[config.mk]
export PLATFORM = sky130hd
export DESIGN_NAME = display_reply_frame_parser
export DESIGN_NICKNAME = d
export VERILOG_FILES = /design/src/hdl/drp_pkg.sv /design/src/hdl/drp_in_reg.sv /design/src/hdl/drp_parse.sv /design/src/hdl/drp_out_reg.sv /design/src/hdl/display_reply_frame_parser.sv
export SDC_FILE = /design/constraint.sdc
export NUM_CORES = 1
export LEC_CHECK = 0
export BUFFER_PORTS_ARGS = -buffer_cell sky130_fd_sc_hd__buf_2
export CAP_MARGIN = 20
export CORE_ASPECT_RATIO = 0.8
export CORE_MARGIN = 2
export CORE_UTILIZATION = 45
export DETAILED_ROUTE_END_ITERATION = 16
export SYNTH_ARGS = -nofsm -noshare
export SYNTH_HDL_FRONTEND = slang
export SYNTH_SLANG_ARGS = --single-unit
[constraint.sdc]
create_clock -name clock -period 11.5 [get_ports clock]
set_input_delay 2.875 -clock clock [delete_from_list [all_inputs] [get_ports clock]]
set_output_delay 2.875 -clock clock [all_outputs]
set_load 0.01 [all_outputs]
[src/hdl/drp_pkg.sv]
// ----------------------------------------------------------------------------
// Reply frame parser package
// Shared types and constants for the display reply frame parser.
// ----------------------------------------------------------------------------
package drp_pkg;

   localparam int BYTE_W  = 8;
   localparam int VALUE_W = 32;

   // Frame kinds and the terminator byte.
   localparam logic [BYTE_W-1:0] KIND_TOUCH  = 8'h65;
   localparam logic [BYTE_W-1:0] KIND_NUMBER = 8'h71;
   localparam logic [BYTE_W-1:0] TERM_BYTE   = 8'hFF;

   // Terminator count at which the next terminator closes the frame.
   localparam logic [1:0] TERM_LAST = 2'd2;

   typedef struct packed {
      logic [VALUE_W-1:0] reply_value;
      logic               reply_valid;
      logic [BYTE_W-1:0]  lead_byte;
      logic [BYTE_W-1:0]  second_byte;
      logic [BYTE_W-1:0]  third_byte;
      logic [BYTE_W-1:0]  fourth_byte;
   } drp_result_type;

   // One received byte handed from the input register to the parser.
   typedef struct packed {
      logic              valid;
      logic [BYTE_W-1:0] rx_byte;
   } drp_step_type;

endpackage

[src/hdl/drp_in_reg.sv]
// ----------------------------------------------------------------------------
// Input register
// Holds one received word until the parser takes it.
// ----------------------------------------------------------------------------
module drp_in_reg
   import drp_pkg::*;
(
   input  logic              clock,
   input  logic              reset,
   input  logic              req_tvalid,
   output logic              req_tready,
   input  logic [7:0]        req_tdata,   // rx_byte[7:0]
   input  logic              advance,
   output drp_step_type      held
);

   logic              valid_ff;
   logic              valid_in;
   logic [BYTE_W-1:0] byte_ff;

   assign req_tready = !valid_ff || advance;

   always_comb begin
      valid_in = valid_ff;
      if (req_tvalid && req_tready) begin
         valid_in = 1'b1;
      end else if (advance) begin
         valid_in = 1'b0;
      end
   end

   always_ff @(posedge clock) begin
      if (reset) begin
         valid_ff <= 1'b0;
      end else begin
         valid_ff <= valid_in;
      end
   end

   always_ff @(posedge clock) begin
      if (req_tvalid && req_tready) begin
         byte_ff <= req_tdata;
      end
   end

   assign held.valid   = valid_ff;
   assign held.rx_byte = byte_ff;

endmodule

[src/hdl/drp_parse.sv]
// ----------------------------------------------------------------------------
// Frame parser core
// Frame store, write index, open flag and terminator count, updated once
// per word, with the result fields formed from the updated store.
// ----------------------------------------------------------------------------
module drp_parse
   import drp_pkg::*;
#(
   parameter int STORE_DEPTH = 8
)
(
   input  logic           clock,
   input  logic           reset,
   input  drp_step_type   step,
   output logic           done,
   output drp_result_type result
);

   localparam int IDX_W = $clog2(STORE_DEPTH + 1);
   localparam int POS_W = $clog2(STORE_DEPTH);

   logic [BYTE_W-1:0] store_ff [STORE_DEPTH];
   logic [BYTE_W-1:0] store_in [STORE_DEPTH];
   logic [IDX_W-1:0]  index_ff;
   logic [IDX_W-1:0]  index_in;
   logic              open_ff;
   logic              open_in;
   logic [1:0]        count_ff;
   logic [1:0]        count_in;
   logic              fits;
   logic              is_kind;
   logic              is_term;
   logic              valid;

   always_comb begin
      fits    = index_ff < IDX_W'(STORE_DEPTH);
      is_kind = (step.rx_byte == KIND_TOUCH) || (step.rx_byte == KIND_NUMBER);
      is_term = step.rx_byte == TERM_BYTE;

      for (int i = 0; i < STORE_DEPTH; i++) begin
         store_in[i] = store_ff[i];
         if (step.valid && fits && index_ff[POS_W-1:0] == POS_W'(i)) begin
            store_in[i] = step.rx_byte;
         end
      end

      done     = 1'b0;
      count_in = count_ff;
      open_in  = open_ff;
      index_in = index_ff;
      if (step.valid) begin
         if (is_kind) begin
            open_in = 1'b1;
         end
         if (is_term) begin
            if (count_ff == TERM_LAST) begin
               done     = 1'b1;
               count_in = 2'd0;
               open_in  = 1'b0;
               index_in = '0;
            end else begin
               count_in = count_ff + 2'd1;
            end
         end
         // A closed frame leaves the index at zero since the open flag dropped.
         if (open_in && fits) begin
            index_in = index_ff + IDX_W'(1);
         end
      end

      valid = (store_in[0] == KIND_NUMBER) && (store_in[5] == TERM_BYTE) &&
              (store_in[6] == TERM_BYTE) && (store_in[7] == TERM_BYTE);
      result.reply_valid = valid;
      result.reply_value = valid ? {store_in[4], store_in[3], store_in[2], store_in[1]}
                                 : '0;
      result.lead_byte   = store_in[0];
      result.second_byte = store_in[1];
      result.third_byte  = store_in[2];
      result.fourth_byte = store_in[3];
   end

   always_ff @(posedge clock) begin
      if (reset) begin
         index_ff <= '0;
         open_ff  <= 1'b0;
         count_ff <= 2'd0;
         for (int i = 0; i < STORE_DEPTH; i++) begin
            store_ff[i] <= '0;
         end
      end else begin
         index_ff <= index_in;
         open_ff  <= open_in;
         count_ff <= count_in;
         for (int i = 0; i < STORE_DEPTH; i++) begin
            store_ff[i] <= store_in[i];
         end
      end
   end

endmodule

[src/hdl/drp_out_reg.sv]
// ----------------------------------------------------------------------------
// Result register
// Holds one finished result word until the receiver takes it.
// ----------------------------------------------------------------------------
module drp_out_reg
   import drp_pkg::*;
(
   input  logic           clock,
   input  logic           reset,
   input  logic           load,
   input  drp_result_type result,
   output logic           rsp_tvalid,
   input  logic           rsp_tready,
   output logic [63:0]    rsp_tdata,   // reply_value[31:0], lead_byte, second_byte,
                                       // third_byte, fourth_byte
   output logic [0:0]     rsp_tuser    // reply_valid
);

   logic           valid_ff;
   logic           valid_in;
   drp_result_type result_ff;

   always_comb begin
      valid_in = valid_ff;
      if (load) begin
         valid_in = 1'b1;
      end else if (rsp_tready) begin
         valid_in = 1'b0;
      end
   end

   always_ff @(posedge clock) begin
      if (reset) begin
         valid_ff <= 1'b0;
      end else begin
         valid_ff <= valid_in;
      end
   end

   always_ff @(posedge clock) begin
      if (load) begin
         result_ff <= result;
      end
   end

   assign rsp_tvalid = valid_ff;
   assign rsp_tdata  = {result_ff.fourth_byte, result_ff.third_byte,
                        result_ff.second_byte, result_ff.lead_byte,
                        result_ff.reply_value};
   assign rsp_tuser  = result_ff.reply_valid;

endmodule

[src/hdl/display_reply_frame_parser.sv]
// ----------------------------------------------------------------------------
// Display reply frame parser
// Collects bytes from the display's serial link into frames and reports
// each frame when its third terminator byte arrives.
// ----------------------------------------------------------------------------
// The req_ channel takes one received byte per word. A byte of 0x65 or 0x71
// opens a frame; every 0xFF byte counts as a terminator and the third one
// closes the frame and sends one word on the rsp_ channel. That word carries
// the first four stored bytes and, for a numeric reply ending in three 0xFF
// bytes, the 32-bit little-endian value in stored bytes 1 to 4 with
// rsp_tuser set. Other bytes produce no result word.
// A byte accepted into the input register is parsed as it advances out, and
// a closing byte's result word is loaded into the result register at that
// edge. One byte is taken per cycle through the single parse step between
// the two registers unless the receiver stalls; then the result register
// holds its word and the input register takes one more byte, after which
// req_tready stays low until the result word is taken. Reset empties both
// registers and clears the frame store, write index, open flag and count.
// ----------------------------------------------------------------------------
module display_reply_frame_parser
   import drp_pkg::*;
#(
   parameter int STORE_DEPTH = 8
)
(
   input  logic        clock,
   input  logic        reset,
   input  logic        req_tvalid,
   output logic        req_tready,
   input  logic [7:0]  req_tdata,   // rx_byte[7:0]
   output logic        rsp_tvalid,
   input  logic        rsp_tready,
   output logic [63:0] rsp_tdata,   // reply_value[31:0], lead_byte[39:32],
                                    // second_byte[47:40], third_byte[55:48],
                                    // fourth_byte[63:56]
   output logic [0:0]  rsp_tuser    // reply_valid
);

   drp_step_type   held;
   drp_step_type   step;
   drp_result_type result;
   logic           advance;
   logic           done;

   assign advance      = held.valid && (!rsp_tvalid || rsp_tready);
   assign step.valid   = advance;
   assign step.rx_byte = held.rx_byte;

   drp_in_reg u_in_reg (
      .clock      (clock),
      .reset      (reset),
      .req_tvalid (req_tvalid),
      .req_tready (req_tready),
      .req_tdata  (req_tdata),
      .advance    (advance),
      .held       (held)
   );

   drp_parse #(
      .STORE_DEPTH (STORE_DEPTH)
   ) u_parse (
      .clock  (clock),
      .reset  (reset),
      .step   (step),
      .done   (done),
      .result (result)
   );

   drp_out_reg u_out_reg (
      .clock      (clock),
      .reset      (reset),
      .load       (done),
      .result     (result),
      .rsp_tvalid (rsp_tvalid),
      .rsp_tready (rsp_tready),
      .rsp_tdata  (rsp_tdata),
      .rsp_tuser  (rsp_tuser)
   );

endmodule
Yosys cells after proc, flatten, opt, wreduce, memory -nomap -nowiden
Memory sizes are Yosys's and may differ from the RTL's.
Index checks and enable logic that the tools add are counted.

storage, ports and cells
  memories kept = 1
  register bits after elaboration = 82
  output and inout bits = 67
  RAM bits = 64
  input bits = 12
  word-level logic and storage cells = 100

operators by class
  $add $sub $neg = 2
  equality and inequality tests = 15
  order comparisons = 1
  reduce and logical (&&, ||, !) cells = 27
  bitwise operators = 8
  mux-type cells = 34

memory list
  memory            depth  width  rd ports  clocked after Yosys merged registers in  wr ports  RTL line         text
  u_parse.store_ff  8      8      8         0                                        8         drp_parse.sv:22  logic [BYTE_W-1:0] store_ff [STORE_DEPTH];

operator list
  operator                                            count
  two-way mux 8 bit                                   16
  == test 8 bit (second input constant)               4
  == test 8 x 7 -> 1 bit (second input constant)      3
  logical AND 1 bit                                   15
  two-way mux 1 bit                                   14
  == test 3 bit (second input constant)               4
  two-way mux 4 bit                                   3
  OR 1 bit                                            8
  nonzero test 2 bit                                  4
  == test 3 x 2 -> 1 bit (second input constant)      2
  adder 4 x 1 -> 4 bit (second input constant)        1
  less-than comparator 4 bit (second input constant)  1
  == test 3 x 1 -> 1 bit (second input constant)      1
  zero test 3 bit                                     1
  logical OR 1 bit                                    3
  AND reduction 3 bit                                 1
  adder 2 x 1 -> 2 bit (second input constant)        1
  == test 2 bit (second input constant)               1
  zero test 1 bit                                     2
  two-way mux 2 bit                                   1
  AND reduction 2 bit                                 1

Longest topological paths before layout
Gate-level depths: netlist (run 1).

  depth after elaboration = 10
  mapped depth = 9
  gate-level depth less buffers = 6

Hierarchy
Synthesis (run 1) repeated with hierarchy kept, for this count alone.

unflattened totals
  cells, all modules = 509
  area total of the unflattened synthesis = 5941.9 sq um

modules (own cells, without submodules)
  module                      cells an instance  seq. area each (sq um)  area each (sq um)  times used
  drp_parse                   424                1421.4                  3637.2             1
  drp_out_reg                 69                 1971.9                  1990.7             1
  drp_in_reg                  14                 260.2                   302.8              1
  display_reply_frame_parser  2                  0.0                     11.3               1

Least setup slack after synthesis (run 1)
OpenSTA, ideal clock, no wires.

  kind = input to register
  from = input rsp_tready
  to = register u_parse.index_ff[1]
  slack = 3156 ps
  cell stages on the path = 5
  setup time = 132 ps
  arrival = 8212 ps
  buffers on the path = 0
  data required time = 11368 ps
  path through = nand2b_4 nand3_1 nor3_1 or3_1 a21oi_1

on the way
  word-level cells in the longest chain between the ends = 3

RTL lines
  element                               RTL line                          text
  from (decl)                           display_reply_frame_parser.sv:32  input logic rsp_tready,
  logical OR 1 bit                      display_reply_frame_parser.sv:45  assign advance = held.valid && (!rsp_tvalid || rsp_tready);
  logical AND 1 bit                     display_reply_frame_parser.sv:45
  AND reduction 3 bit (no source line)  --
  to (signal assigned)                  drp_parse.sv:91                   index_ff <= index_in;
  to (decl)                             drp_parse.sv:24                   logic [IDX_W-1:0] index_ff;

Every way passes these cells.
A chain may end at the register's enable or synchronous reset.

Worst setup path in the final report (run 1)
  from = input rsp_tready
  to = output req_tready

on the way
  word-level cells in the longest chain between the ends = 3

RTL lines
  element            RTL line                          text
  logical OR 1 bit   display_reply_frame_parser.sv:45
  logical AND 1 bit  display_reply_frame_parser.sv:45
  logical OR 1 bit   drp_in_reg.sv:21                  assign req_tready = !valid_ff || advance;
  to (decl)          display_reply_frame_parser.sv:29  output logic req_tready,

Every way passes these cells.

==> results.md, run 1 <==
- Slew headroom: between 40% and 50%
- Starting density of the core: between 40% and 50%
- WL final: ~11000 um
- Inserted Diodes: 0
- Port Buf Inserts: between 70 and 80
- Area leader, netlist: edfxtp_1
- Clk pin slew, worst setup/hold paths: approximately 0.06 ns
- Root Buffer: clkbuf_16
- Clk Latency, worst-skew pair: between 0.4 and 0.5 ns
- Largest net degree at the start of global routing: 74
- 1st-iter DRT viols: ~280
- Die span in y: ~100 um
- Share of layout cells above drive strength 1: 29.6%
- Clk sink count: 146
- Final Hold Fails: 0
- Dpl hpwl: about 7100 um
- Top FF cell, synth: edfxtp_1
- CTS H-tree lvls: 4
- Synth top area share: a little under two fifths
- Num CTS Buffers: 17
- Crit. Startpoint: rsp_tready
- Clock buffer depth: 2
- Synthesis Warnings: 0
- Setup TNS: 0 ns
- Placer Congestion: ~0.75
- Post-DRT Antenna Nets: 0
- Final Slew Violations: 0
- Post-CTS setup buffers: 0
- Hold_ws: a little under 0.5 ns
- Vias: ~3500
- CP endpoint kind: output port
- Reg-to-Reg Start: u_parse.index_ff[0]
- Clk_skew: 0.0159 ns
- Setup Crit Path Kind: in2out
- Vias in the first global route: about 3500
- Nets: roughly 550
- Syn_area_per_cell: 12.6 um^2
- Status: finished clean
- Hold-fix buffers at CTS: 0
- Die width: approximately 130 um
- Crit Path Max Fanout: 3
- CP Data Required Time: about 8.6 ns
- Distinct cells, synth: 41
- RSZ-0062 raised after global routing: false
- Setup violators final: 0
- Most frequent cells after synthesis: dfxtp_1 (73), edfxtp_1 (73), nor2_1 (66)
- DR vias/cell: roughly 4.9
- Synth area leaders: edfxtp_1 (38%), dfxtp_1 (26%), mux2i_1 (10%), nor3_2 (5.1%), nor2_1 (4.3%)
- Final Critical Period: between 6 and 7 ns
- Power Density: roughly 170 mW/mm^2
- DIE AREA: 0.0137 mm^2
- Leak: between 2 and 3 nW
- Register area share after synthesis: 63.8%
- Min-delay src: u_parse.count_ff[0]
- Rows: 36
- Max-cap viol count: 0
- CTS tree: yes
- Maximum vdd drop: slightly above 0.00009 V
- Cts repair resizes: 0
- Initial antenna violation count: 0
- Post-synth EDFFs: 73
- Total grt overflow: 0
- Critical path arrival: 3.39 ns
- Top Ports: 79
- Slew @ Worst Pin: ~0.77 ns
- Global-route wire length before repair: 18200 um
- Fmax: about 160 MHz
- Post-Syn Area: around 0.0057 mm^2
- Cells after Synth: 455
- Avg WL per Cell: around 16 um
- # DRC: 0
- Worst Hold Class: reg2reg
- Worst setup SP type: primary input
- Synth-to-Final Area Change: 20.8%
- Async SR Flop Fraction: 0%
- Core area: 0.0123 mm^2
- Seq cells post-synth: 146
- Tcrit/Tclk final: 54.5%
- Initial DRT Pass Iterations: 4
- Total GRT Usage: approximately 18%
- Synthesized Nets: about 470
==> worst paths after layout <==
check | end | slack [ns] | cells past startpoint
setup / recovery | req_tready | 5.24 | 4
hold / removal | u_parse.count_ff[0] | 0.48 | 2
setup reg to reg | u_out_reg.rsp_tdata[23] | 8.71 | 6
hold reg to reg | u_parse.count_ff[0] | 0.48 | 2
==> layout make-up <==
type                            count  area [um^2]
Clock inverter                     10          179
Clock buffer                       22          484
Tap cell                          171          214
Sequential cell                   146         3650
Multi-Input combinational cell    250         1850
Fill cell                        1016         5380
Timing Repair Buffer               83          428
Inverter                           30          113
==> cell families (layout without fill, tap and decap cells) <==
logic type | after synthesis | count (layout) | synth area share (%)
compound gates | 17 | 17 | 2.03
xor+xnor | 1 | 1 | 0.153
fa+ha+maj | 6 | 6 | 1.31
buf+inv | 59 | 145 | 4.48
flops | 146 | 146 | 63.8
mux | 66 | 66 | 11.7
simple gates | 160 | 160 | 16.6
==> layout by cell type (no fill, tap or decap), types with 2 or more instances in the layout <==
| master | netlist | layout |
|---|---|---|
| nand3_2 | 2 | 2 |
| nand2b_1 | 2 | 2 |
| ha_1 | 6 | 6 |
| and4_1 | 2 | 2 |
| buf_4 | 3 | 5 |
| nand2_1 | 9 | 9 |
| a21oi_1 | 8 | 8 |
| inv_1 | 30 | 30 |
| nand3_1 | 6 | 6 |
| dfxtp_1 | 73 | 73 |
| clkbuf_8 | 0 | 4 |
| nor3_2 | 29 | 30 |
| and2_1 | 2 | 2 |
| and3_1 | 3 | 3 |
| mux2_2 | 7 | 7 |
| nor2b_1 | 9 | 9 |
| a31oi_1 | 2 | 2 |
| edfxtp_1 | 73 | 73 |
| nor2_1 | 66 | 66 |
| mux2i_1 | 59 | 59 |
| or3_1 | 3 | 3 |
| o21ai_0 | 3 | 3 |
| bufinv_16 | 0 | 5 |
| nor3_1 | 8 | 7 |
| o2111ai_4 | 0 | 2 |
| nand4_1 | 10 | 10 |
| buf_2 | 6 | 78 |
| clkinv_2 | 0 | 4 |
| clkbuf_16 | 0 | 17 |
==> power by group <==
| part | internal, mW | switching [mW] | total, mW |
|---|---|---|---|
| Clock | 0.407 | 0.203 | 0.610 |
| Combinational | 0.00714 | 0.0101 | 0.0172 |
| Sequential | 0.547 | 0.0122 | 0.559 |
==> state kept, by name, summed over array words and instances (netlist names) <==
register / count
u_parse.index_ff: 4
u_out_reg.rsp_tuser: 1
u_in_reg.valid_ff: 1
u_parse.count_ff: 2
u_out_reg.rsp_tvalid: 1
u_parse.store_ff: 64
u_parse.open_ff: 1
u_out_reg.rsp_tdata: 64
u_in_reg.byte_ff: 8
==> routing by layer <==
layer | track usage (%) | vias to the layer above | wire (um)
met1 | 23.7 | 1707 | 5440
li1 | - | 1726 | -
met5 | 0 | - | 0
met4 | 6.45 | 0 | 108
met2 | 27.4 | 77 | 5280
met3 | 4.76 | 8 | 441
==> critical path, stage by stage <==
cell and delay (ns):
buf_2 0.11, nor2b_1 0.17, nand2_1 0.09, buf_2 0.14
==> per-stage QoR <==
| stage | total power, mW | setup WS (ns) | utilization, % | area [um^2] | instances |
|---|---|---|---|---|---|
| 6_report | 1.19 | 5.24 | 56.2 | 6920 | 712 |
| 4_1_cts | 1.20 | 5.24 | 56.2 | 6920 | 712 |
| 2_1_floorplan | 0.577 | 3.16 | - | 5730 | 455 |
| 3_3_place_gp | 0.587 | 5.26 | 50.9 | 6250 | 680 |
| 3_5_place_dp | 0.587 | 5.24 | 50.9 | 6250 | 680 |
| 5_1_grt | 1.22 | 5.19 | 56.2 | 6920 | 712 |
(Power assumes the default switching activity.)
==> inputs of run 2 (changes only) <==
PLACE_DENSITY = 0.67   (was default)
clock period = 5.5 ns   (was 11.5 ns; I/O delays follow)
==> results.md, run 2 (synthesis gave the netlist of run 1 again) <==
- Dpl hpwl: 7100 um (+0.21%)
- Register area: 0.00365 mm^2 (unchanged)
- CP endpoint kind: flip-flop
- Global-route wire length before repair: 18300 um (+0.84%)
- CP Data Required Time: 5.64 ns (-2.99 ns)
- # DRC: 0 (unchanged)
- Core area: 0.0123 mm^2 (unchanged)
- CTS H-tree lvls: 4 (unchanged)
- Die span in y: 105 um (unchanged)
- DR vias/cell: 5.02 (+1.5%)
- Max-cap viol count: 0 (unchanged)
- Critical path arrival: 3.46 ns (+0.07 ns)
- Fmax: around 300 MHz
- Largest net degree at the start of global routing: 74 (unchanged)
- Post-CTS setup buffers: 0 (unchanged)
- Final Slew Violations: 0 (unchanged)
- Clk sink count: 146 (unchanged)
- Setup TNS: 0 ns (unchanged)
- Crit path largest cell delay: 0.58 ns (+0.41 ns)
- Crit path buffers/inverters: 2 (unchanged)
- Commonest non-fill, non-tap cell in the layout: buf_2
- Tcrit/Tclk final: about three fifths
- Placer Congestion: 0.751 (+0.15%)
- Vias in the first global route: 3509 (-1.0%)
- Worst hold path stage count: 2 (unchanged)
- Final Util: 55.5% (-0.79 points)
- Slew @ Worst Pin: 0.920 ns (+0.152 ns)
- Clk pin slew, worst setup/hold paths: 0.06 ns (about the same)
- DP Area: 0.00626 mm^2 (+0.18%)
- Clock buffer depth: 2 (unchanged)
- Maximum vdd drop: 0.000197 V (+110%)
- Clk Latency, worst-skew pair: 0.41 ns (about the same)
- Port Buf Inserts: 78 (unchanged)
- Critical Path Most Common Cell: nor3_1
- Rows: 36 (unchanged)
- Leak: 2.73 nW (-1.6%)
- Crit-path leading delay family: simple AND/OR/NAND/NOR gates
- Avg WL per Cell: 15.9 um (+0.30%)
- Slew headroom: 38.5% (-10 points)
- Num CTS Buffers: 17 (unchanged)
- DIE AREA: 0.0137 mm^2 (unchanged)
- Final Critical Period: ~3.3 ns
- Hold-fix buffers at CTS: 0 (unchanged)
- Nets: 545 (-0.18%)
- Crit path depth: 7 (+3)
- RSZ-0062 raised after global routing: false
- Min setup slack post-route: 2.18 ns (-3.06 ns)
- Total GRT Usage: 17.8% (+0.14 points)
- CTS tree: yes
- Clk_skew: 0.00917 ns (-0.00676 ns)
- WL final: 11300 um (+0.16%)
- Initial antenna violation count: 0 (unchanged)
- Share of layout cells above drive strength 1: 28.7% (-0.87 points)
- Post-DRT Antenna Nets: 0 (unchanged)
- Synth-to-Final Area Change: 19.0%
- Worst setup SP type: primary input
- Initial DRT Pass Iterations: 4 (unchanged)
- Crit Path Max Fanout: 22 (+19)
- Status: finished clean
- Setup violators final: 0 (unchanged)
- Setup Crit Path Kind: in2reg
- Fill cell count: 1033 (+1.7%)
- Setup WS pre-CTS: 1.76 ns (-3.48 ns)
- Area occupied by multi-input gates: 0.00185 mm^2 (+0.34%)
- Final Hold Fails: 0 (unchanged)
- Crit path max-delay cell type: and4_1
- Top Ports: 79 (unchanged)
- Cts repair resizes: 0 (unchanged)
- CP cell instances: buf_2, nand2b_4, and4_1, nor3_1, o2111ai_4, buf_4, nor3_1
- Most frequent cells in the layout: buf_2 (78), edfxtp_1 (73), dfxtp_1 (73)
- Worst Hold Class: reg2reg
- Vias: 3566 (+1.4%)
- Root Buffer: clkbuf_16
- Inserted Diodes: 0 (unchanged)
- 1st-iter DRT viols: 209 (-26%)
- Total grt overflow: 0 (unchanged)
- Cells on worst reg2reg path: 4 (-2)
- Power Density: 336 mW/mm^2 (+96%)
- Final instance area: 0.00682 mm^2 (-1.4%)
- Starting density of the core: 46.6% (unchanged)
- Die width: 130 um (unchanged)
- Hold_ws: 0.485 ns (+0.00374 ns)
==> run 2: cell types whose count changed in the layout (fill, tap and decap cells not counted) <==
cell        before  now
clkbuf_8         4    0
bufinv_16        5    2
clkbuf_1         1    4
buf_4            5    3
buf_12           0    1
clkinv_1         0    1
clkinv_2         4    5
clkinvlp_4       0    1
inv_6            0    1
nor3_2          30   29
nor3_4           0    1
==> run 2: through the flow <==
step | std cells | power (mW)
5_1_grt | 711 | 2.36
3_3_place_gp | 679 | 1.23
2_1_floorplan | 455 | 1.21
3_5_place_dp | 679 | 1.23
4_1_cts | 711 | 2.31
6_report | 711 | 2.29
==> run 2: worst register-to-register path, stage by stage, from the launching register on <==
cell and delay, ns:
edfxtp_1 0.76, nand4_1 0.25, or2_0 0.35, nor3_4 0.78, buf_12 0.35
==> run 2: routing by layer <==
metal / vias up / track usage (%) / wire length [um]
met5: - / 0 / 0
met4: 0 / 5.61 / 58
li1: 1731 / - / -
met2: 88 / 27.5 / 5200
met1: 1739 / 24.4 / 5520
met3: 8 / 4.66 / 502
==> run 2: layout make-up <==
type | count | area share (%)
Timing Repair Buffer | 82 | 6.35
Clock inverter | 11 | 1.67
Sequential cell | 146 | 53.6
Multi-Input combinational cell | 250 | 27.2
Clock buffer | 21 | 6.46
Inverter | 30 | 1.65
Tap cell | 171 | 3.14
==> run 2: report_power, final <==
group | internal, mW | total (mW) | switching, mW
clock | 0.663 | 1.09 | 0.422
sequential | 1.14 | 1.17 | 0.0249
combinational | 0.0149 | 0.0360 | 0.0211
total | 1.82 | 2.29 | 0.468
==> run 2: final timing paths <==
kind,start,to,slack (ns)
worst max register to register,u_in_reg.byte_ff[2],u_out_reg.rsp_tdata[5],2.62
worst min-delay path,u_parse.count_ff[0],u_parse.count_ff[0],0.49
worst min register to register,u_parse.count_ff[0],u_parse.count_ff[0],0.49
worst max-delay path,rsp_tready,u_out_reg.rsp_tdata[23],2.18
==> inputs of run 3 (changes only) <==
clock period = 2.94 ns   (was 5.5 ns; I/O delays follow)
==> results.md, run 3 (synthesis gave the netlist of run 1 again) <==
- Clk Latency, worst-skew pair: 0.41 ns (about the same)
- Crit path largest cell delay: 0.44 ns (-0.14 ns)
- Initial antenna violation count: 0 (unchanged)
- Final Hold Fails: 0 (unchanged)
- Leak: 2.83 nW (+3.7%)
- Critical path arrival: 2.53 ns (-0.93 ns)
- Crit path max-delay cell type: and4_1
- Power Density: 645 mW/mm^2 (+92%)
- WL final: 11500 um (+1.8%)
- CTS tree: yes
- Final Critical Period: between 2 and 2.5 ns
- Worst hold path stage count: 2 (unchanged)
- Post-CTS setup buffers: 0 (unchanged)
- Slew @ Worst Pin: 0.672 ns (-0.247 ns)
- Port Buf Inserts: 78 (unchanged)
- Maximum vdd drop: 0.000518 V (+160%)
- Clock buffer depth: 2 (unchanged)
- Slew headroom: 55.2% (+17 points)
- Worst setup SP type: flip-flop
- Root Buffer: clkbuf_16
- Setup Crit Path Kind: reg2reg
- Top Ports: 79 (unchanged)
- DIE AREA: 0.0137 mm^2 (unchanged)
- Cts repair resizes: 0 (unchanged)
- Crit path depth: 6 (-1)
- Clk pin slew, worst setup/hold paths: 0.06 ns (about the same)
- Tcrit/Tclk final: slightly below 80%
- Fmax: roughly 440 MHz
- Final Slew Violations: 0 (unchanged)
- R2r endpoint: u_out_reg.rsp_tdata[15]
- Status: finished clean
- Placed cells: 691 (+1.8%)
- DP Area: 0.00639 mm^2 (+2.0%)
- Placer Congestion: 0.749 (-0.25%)
- Cells on worst reg2reg path: 6 (+2)
- CP endpoint kind: flip-flop
- # DRC: 0 (unchanged)
- CP cell instances: nor2b_4, and4_1, mux2i_1, o2111ai_4, buf_4, nor3_1
- Dpl hpwl: 7400 um (+4.2%)
- Commonest non-fill, non-tap cell in the layout: buf_2
- Worst Hold Class: reg2reg
- Most frequent cells in the layout: buf_2 (78), edfxtp_1 (73), dfxtp_1 (73)
- Max-cap viol count: 0 (unchanged)
- Min-delay src: u_parse.count_ff[0]
- Post-DRT Antenna Nets: 0 (unchanged)
- Fill cell count: 1011 (-2.1%)
- RSZ-0062 raised after global routing: false
- Final Power: 4.52 mW (+98%)
- Total grt overflow: 0 (unchanged)
- Crit-path leading delay family: simple AND/OR/NAND/NOR gates
- R2R setup slack: 0.66 ns (-1.96 ns)
- Final instance area: 0.00702 mm^2 (+2.9%)
- Total GRT Usage: 18.2% (+0.43 points)
- Vias in the first global route: 3585 (+2.2%)
- DR vias/cell: 4.91 (-2.1%)
- Die span in y: 105 um (unchanged)
- Die width: 130 um (unchanged)
- Share of layout cells above drive strength 1: 31.2% (+2.5 points)
- Hold-fix buffers at CTS: 0 (unchanged)
- Final Util: 57.1% (+1.6 points)
- Largest net degree at the start of global routing: 56 (-24%)
- Reg-to-Reg Start: u_in_reg.valid_ff
- Inserted Diodes: 0 (unchanged)
- Rows: 36 (unchanged)
- Nets: 557 (+2.2%)
- Setup violators final: 0 (unchanged)
- Num CTS Buffers: 17 (unchanged)
- Synth-to-Final Area Change: 22.5%
- Crit Path Max Fanout: 33 (+50%)
- Final non-filler cell total: 723 (+1.7%)
- CP Data Required Time: 3.20 ns (-2.44 ns)
- Vias: 3550 (-0.45%)
- Clk_skew: 0.00545 ns (-0.00372 ns)
- Global-route wire length before repair: 18800 um (+2.6%)
- 1st-iter DRT viols: 233 (+11%)
- Initial DRT Pass Iterations: 4 (unchanged)
- Crit path buffers/inverters: 1 (-1)
- Core area: 0.0123 mm^2 (unchanged)
- Starting density of the core: 46.6% (unchanged)
- Avg WL per Cell: 15.9 um (about the same)
- Clk sink count: 146 (unchanged)
- CTS H-tree lvls: 4 (unchanged)
- Hold EP: u_parse.count_ff[0]
-- run 3: final cells by class --
class | count | area (um^2) | area share, %
flip-flops and latches | 146 | 3650 | 52.1
repair buffers | 94 | 548 | 7.81
multi-input cells | 250 | 1860 | 26.6
clock inverters | 14 | 185 | 2.64
clock buffers | 18 | 439 | 6.26
well taps | 171 | 214 | 3.05
inverters | 30 | 113 | 1.60
-- run 3: metrics by stage --
stage	worst slack (ns)	hold WS (ns)	setup TNS, ns
after floorplan	-0.0885	0.448	-4.44
after detailed placement	0.331	0.472	0
final	0.661	0.479	0
after global placement	0.389	0.459	0
after global routing	0.546	0.473	0
after CTS	0.655	0.475	0
-- run 3: worst max path at each step --
stage                                          to              start  slack, ns
after detailed placement  u_out_reg.rsp_tdata[23]         rsp_tready       0.33
after global placement    u_out_reg.rsp_tdata[15]         rsp_tready       0.39
after global routing      u_out_reg.rsp_tdata[15]  u_in_reg.valid_ff       0.55
after floorplan               u_parse.index_ff[1]         rsp_tready      -0.09
final                     u_out_reg.rsp_tdata[15]  u_in_reg.valid_ff       0.66
after CTS                 u_out_reg.rsp_tdata[23]  u_in_reg.valid_ff       0.65
-- run 3: routing by layer --
layer	track usage [%]	up-vias	wire length [um]
met5	0	-	0
li1	-	1753	-
met3	5.27	14	615
met2	27.7	97	5210
met1	25.0	1686	5510
met4	6.14	0	142
-- run 3: worst reg2reg max path: cells and delay by family (launching register included) --
kind | cells | cell delay [ns]
buffers and inverters | 1 | 0.30
flip-flops | 1 | 0.42
AND/OR/NAND/NOR | 3 | 0.91
multiplexers | 1 | 0.34
AO/OA/AOI/OAI | 1 | 0.15
-- run 3: report_power, final --
group          switching, mW  internal [mW]  total (mW)
Clock                  0.813           1.44        2.25
Sequential            0.0141           2.14        2.15
Combinational         0.0782         0.0414       0.120
